File: src/rtl/sbgs_mul.sv
// Shared 32x32 unsigned multiplier with a registered 64-bit product.
// Depends on nothing but its operands.
module sbgs_mul (
    input  logic        aclk,
    input  logic        en,
    input  logic [31:0] a,
    input  logic [31:0] b,
    output logic [63:0] prod
);

    logic [63:0] prod_reg;

    always_ff @(posedge aclk) begin
        if (en) begin
            prod_reg <= 64'(a) * 64'(b);
        end
    end

    assign prod = prod_reg;

endmodule

File: config.mk
export PLATFORM = sky130hd
export DESIGN_NAME = sbgs_mul
export DESIGN_NICKNAME = d
export VERILOG_FILES = /design/src/rtl/sbgs_mul.sv
export SDC_FILE = /design/constraint.sdc
export NUM_CORES = 2
export LEC_CHECK = 0
export ABC_AREA = 1
export BUFFER_PORTS_ARGS = -buffer_cell sky130_fd_sc_hd__clkbuf_2
export CAP_MARGIN = 20
export CORE_MARGIN = 4
export CORE_UTILIZATION = 28
export DETAILED_ROUTE_END_ITERATION = 12
export SLEW_MARGIN = 5
export SYNTH_ARGS = -nofsm -noshare
export SYNTH_HDL_FRONTEND = slang
export SYNTH_SLANG_ARGS = --single-unit
export TNS_END_PERCENT = 30
File: constraint.sdc
create_clock -name aclk -period 11.6 [get_ports aclk]
set_input_delay 1.16 -clock aclk [delete_from_list [all_inputs] [get_ports aclk]]
set_output_delay 1.16 -clock aclk [all_outputs]
set_load 0.005 [all_outputs]
== Word level (Yosys, flattened, before mapping) ==
Cells that the tools add are included.

* Multiply operators: 1

{| class="wikitable"
|+ Operator list
! kind !! count
|-
| $mul A32 B32 Y64 || 1
|}

* Bits in registers: 64
* Input port bits: 66
* Output and inout bits: 64
* Logic and storage cells: 2

== Logic depth before layout (Yosys ltp) ==
* Word-level depth: 1
* Gate-level depth with buffers: 30
* Mapped depth without buffers: 29

== Worst setup path after synthesis ==
OpenSTA, ideal clock, no wires.

* Path kind: input-to-reg
* Start point: input port a[25]
* End point: register prod_reg[60] (netlist: prod[60]), data pin
* Setup time: 252 ps
* Arrival: 6,862 ps
* Data required time: 11,348 ps
* Path slack: 4,485 ps
* Cell stages on the path: 26
* Path buffers: 1
* Cells stage by stage: clkbuf_1 nand2_1 fa_1 inv_1 fa_1 inv_1 fa_1 inv_1 fa_1 fa_1 fa_1 fa_1 inv_1 fa_1 inv_1 ha_1 nand2_1 nand2_1 a21oi_1 nand2_1 nand2_1 nand2_1 a21oi_1 nand2_1 nand2_1 nand2_1

* Word-level cells in the longest chain between the ends: 1

{| class="wikitable"
|+ RTL lines
! what !! RTL line !! RTL
|-
| from (decl) || 6 || <nowiki>input logic [31:0] a,</nowiki>
|-
| $mul A32 B32 Y64 || 15 || <nowiki>prod_reg <= 64'(a) * 64'(b);</nowiki>
|-
| to (signal assigned) || 15 ||
|-
| to (decl) || 11 || <nowiki>logic [63:0] prod_reg;</nowiki>
|}

No other way between the ends.
A chain may end at the register's enable or synchronous reset.

== Worst setup path after layout ==
* Start point: input port a[10]
* End point: register prod_reg[30] (netlist: prod[30]), data pin

Same word-level chain as after synthesis.

==> metrics list <==
* Top achievable clock speed: about 120 MHz
* Largest net degree at the start of global routing: 65
* Crit path buffers/inverters: 7
* Fin crit share: 71.4%
* Final Max Slew Viols: 0
- Setup TNS: 0 ns
- The critical path goes through clkbuf_2 > nand2_1 > inv_1 > fa_1 > inv_1 > fa_1 > inv_1 > fa_1 > inv_1 > fa_1 > inv_1 > fa_1 > fa_1 > fa_1 > fa_1 > ha_1 > nand2_1 > nor2_1 > inv_1 > nor2_1 > a21oi_1 > nand2_2 > xor2_1.
- The path class of the tightest hold or removal check is primary input to flop.
- In this run, distinct cell masters in the synthesized netlist total 23.
- Number of antenna violations at the first check in global routing: 8
* Capture endpoint of the worst hold path: prod[0]
* Most common library cell in the layout ignoring fill and taps: sky130_fd_sc_hd__inv_1
- Layout cell share with drive strength beyond 1: 4.51%
* Startpoint kind of the worst setup timing path: primary input
* Top library cells by usage in the layout, fill and taps aside: 1723 x sky130_fd_sc_hd__inv_1, 1566 x sky130_fd_sc_hd__nand2_1, 896 x sky130_fd_sc_hd__fa_1, 263 x sky130_fd_sc_hd__ha_1, 128 x sky130_fd_sc_hd__clkbuf_2
* Core box area: around 0.13 sq mm
* Routed via count: 29600
* Post-Synthesis Net Count: 6248
- Number of filler instances in the final layout: 14500
* Row count: 134
- After synthesis the cells add up to 0.0380 sq mm.
- Of the synthesized area, sequential elements account for under 10%.
* Final GP Congestion: about 0.91
- The flow ran to the end, and the final reports show no timing, DRC or antenna violations.
* Buffers inserted during post-CTS setup optimization: 0
* Global routing met1 resource utilization: about a fifth
* Cell with the largest stage delay on the worst path: sky130_fd_sc_hd__clkbuf_2
- The first global-routing pass estimated 176000 um of wire.
* Hold wc startpoint: a[0]
- Number of maximum-capacitance violations: 0
- Ys Warns: 0
* Post-DP HPWL: around 90000 um
- Min Tclk post-route: 8.28 ns
* Buffer depth of the longest clock path: 2
- By startpoint and endpoint, the worst setup path is classified as primary input to flop.
* Max Fanout on Critical Path: 32
- Number of global-route vias before repair: about 31000
* Number of H-tree levels: 3
- Drt pass-1 iters: 5
* Die boundary width: between 300 and 400 um
- For this block, the routed nets add up to around 110000 um of wire.
- Hold violation count in the final report: 0
- Initial Utilization: 28.4%
- Number of resized instances in the post-cts repair step: 0
- GR met3 Demand/Resource: 1.58%
- Critical path data required time: ~12 ns
- Num ports: 130
- CTS tree: done
- The detailed router finished its first iteration with 2102 violations.
- Summed over all layers, the global routing overflow is 0.
* DRC violation count after routing: 0
* Number of flip-flops in the largest register: 64
- Setup violations remaining at the end of the flow were counted as 0.
* Number of routed nets with antenna violations: 0
* Number of vias per cell after detailed routing: 4.37
* Number of cells traversed by the worst hold path: 4
* Total track usage: 15.7%
- Floorplan die area: 0.142 sq mm
- At the pin with the least slew margin, the transition time is around 1.1 ns.
- Port Buffers: around 130
- Setup crit end kind: flop
- Detailed-route wire length per cell: 16.0 um
- After global routing, the most crowded layer is met2.
* Setup repair after global routing missed its margin: false
* Cells after Synth: roughly 5000
- Among cell families on the critical path, the largest total delay comes from adder cells.
* Seq cells post-synth: 64
- Counting the buffers created by CTS gives 9.
* Net count, final: 6213
- Met2 track demand over resource in global routing: about 28%
- The tree is rooted in a sky130_fd_sc_hd__clkbuf_16.
- The clock net in this run drives a total of 64 sinks.
- Clock-pin slew was measured on the worst setup and hold paths at roughly 0.070 ns.
- Vertical extent of the die: 377 um
* CTS Hold Buffers Added: 0
* Area overhead of the layout relative to synthesis: 6.73%
- Critical Path Most Common Cell: sky130_fd_sc_hd__fa_1
- Syn avg cell area: 7.57 sq um
- At the worst endpoint, the arrival time is between 8 and 9 ns.
- The largest single stage delay on the critical path is 0.55 ns.
- Slew Limit Headroom: about 29%
## cell usage after synthesis
cell type / number / share of area, %
sky130_fd_sc_hd__a21oi_1: 43 / 0.57
sky130_fd_sc_hd__clkbuf_1: 192 / 1.9
sky130_fd_sc_hd__edfxtp_1: 64 / 5.1
sky130_fd_sc_hd__fa_1: 896 / 47
sky130_fd_sc_hd__ha_1: 263 / 8.7
sky130_fd_sc_hd__inv_1: 1723 / 17
sky130_fd_sc_hd__inv_2: 12 / 0.12
sky130_fd_sc_hd__nand2_1: 1566 / 15
sky130_fd_sc_hd__nand2_2: 15 / 0.25
sky130_fd_sc_hd__nand3_1: 56 / 0.74
sky130_fd_sc_hd__nand3_2: 9 / 0.24
sky130_fd_sc_hd__nand4_1: 16 / 0.26
sky130_fd_sc_hd__nor2_1: 81 / 0.80
sky130_fd_sc_hd__nor2_2: 14 / 0.23
sky130_fd_sc_hd__nor2_4: 6 / 0.18
sky130_fd_sc_hd__nor3_1: 11 / 0.14
sky130_fd_sc_hd__nor3_2: 6 / 0.16
sky130_fd_sc_hd__nor3_4: 1 / 0.043
sky130_fd_sc_hd__o21ai_0: 2 / 0.026
sky130_fd_sc_hd__o21bai_1: 11 / 0.22
sky130_fd_sc_hd__o21bai_2: 1 / 0.030
sky130_fd_sc_hd__xnor2_1: 2 / 0.046
sky130_fd_sc_hd__xor2_1: 33 / 0.76
## area by class of cell
class | count | area [sq um] | area share (%)
diodes | 3 | 7.51 | 0.0185
clock buffers | 9 | 225 | 0.555
clock inverters | 6 | 61.3 | 0.151
inverters | 1735 | 6510 | 16.0
multi-input cells | 3032 | 28900 | 71.1
flip-flops and latches | 64 | 1920 | 4.73
well taps | 1768 | 2210 | 5.45
repair buffers | 146 | 773 | 1.90
## cells by family (layout without fill, tap and decap cells)
kind of cell             Yosys count  after routing  share of synthesized area (%)
AND/OR/NAND/NOR                 1781           1781                           18.5
adder cells (fa/ha/maj)         1159           1159                           55.8
other                              0              3                              0
buffers and inverters           1927           1896                           19.0
flip-flops                        64             64                           5.05
AO/OA/AOI/OAI                     57             57                          0.839
XOR/XNOR                          35             35                          0.806
## worst max-delay path by stage
stage | slack (ns) | end | depth (start not counted) | from
finish | 3.32 | prod[30] | 23 | a[10]
global route | 3.10 | prod[30] | 23 | a[8]
CTS | 3.36 | prod[30] | 23 | b[20]
detailed placement | 3.01 | prod[30] | 23 | b[20]
global placement | 3.02 | prod[30] | 23 | a[10]
floorplan | 4.49 | prod[60] | 26 | a[25]
## routing by layer
metal | routed length (um) | part of all wire, %
met5 | 13 | 0.012
met4 | 1760 | 1.6
met3 | 6790 | 6.3
met2 | 54000 | 50
met1 | 45800 | 42
## stage by stage
stage               instances  util, %  setup slack (ns)  cell area (sq um)  hold WS [ns]
floorplan                5023        -              4.49              38000          1.27
global placement         6745     30.1              3.02              40300          1.56
detailed placement       6745     30.1              3.01              40300          1.56
CTS                      6760     30.3              3.36              40600          1.49
global route             6763     30.3              3.10              40600          1.52
finish                   6763     30.3              3.32              40600          1.50
Power is left out: the tool's default activity adds up to more than one toggle a clock period on the data nets, which glitch-free logic cannot reach.
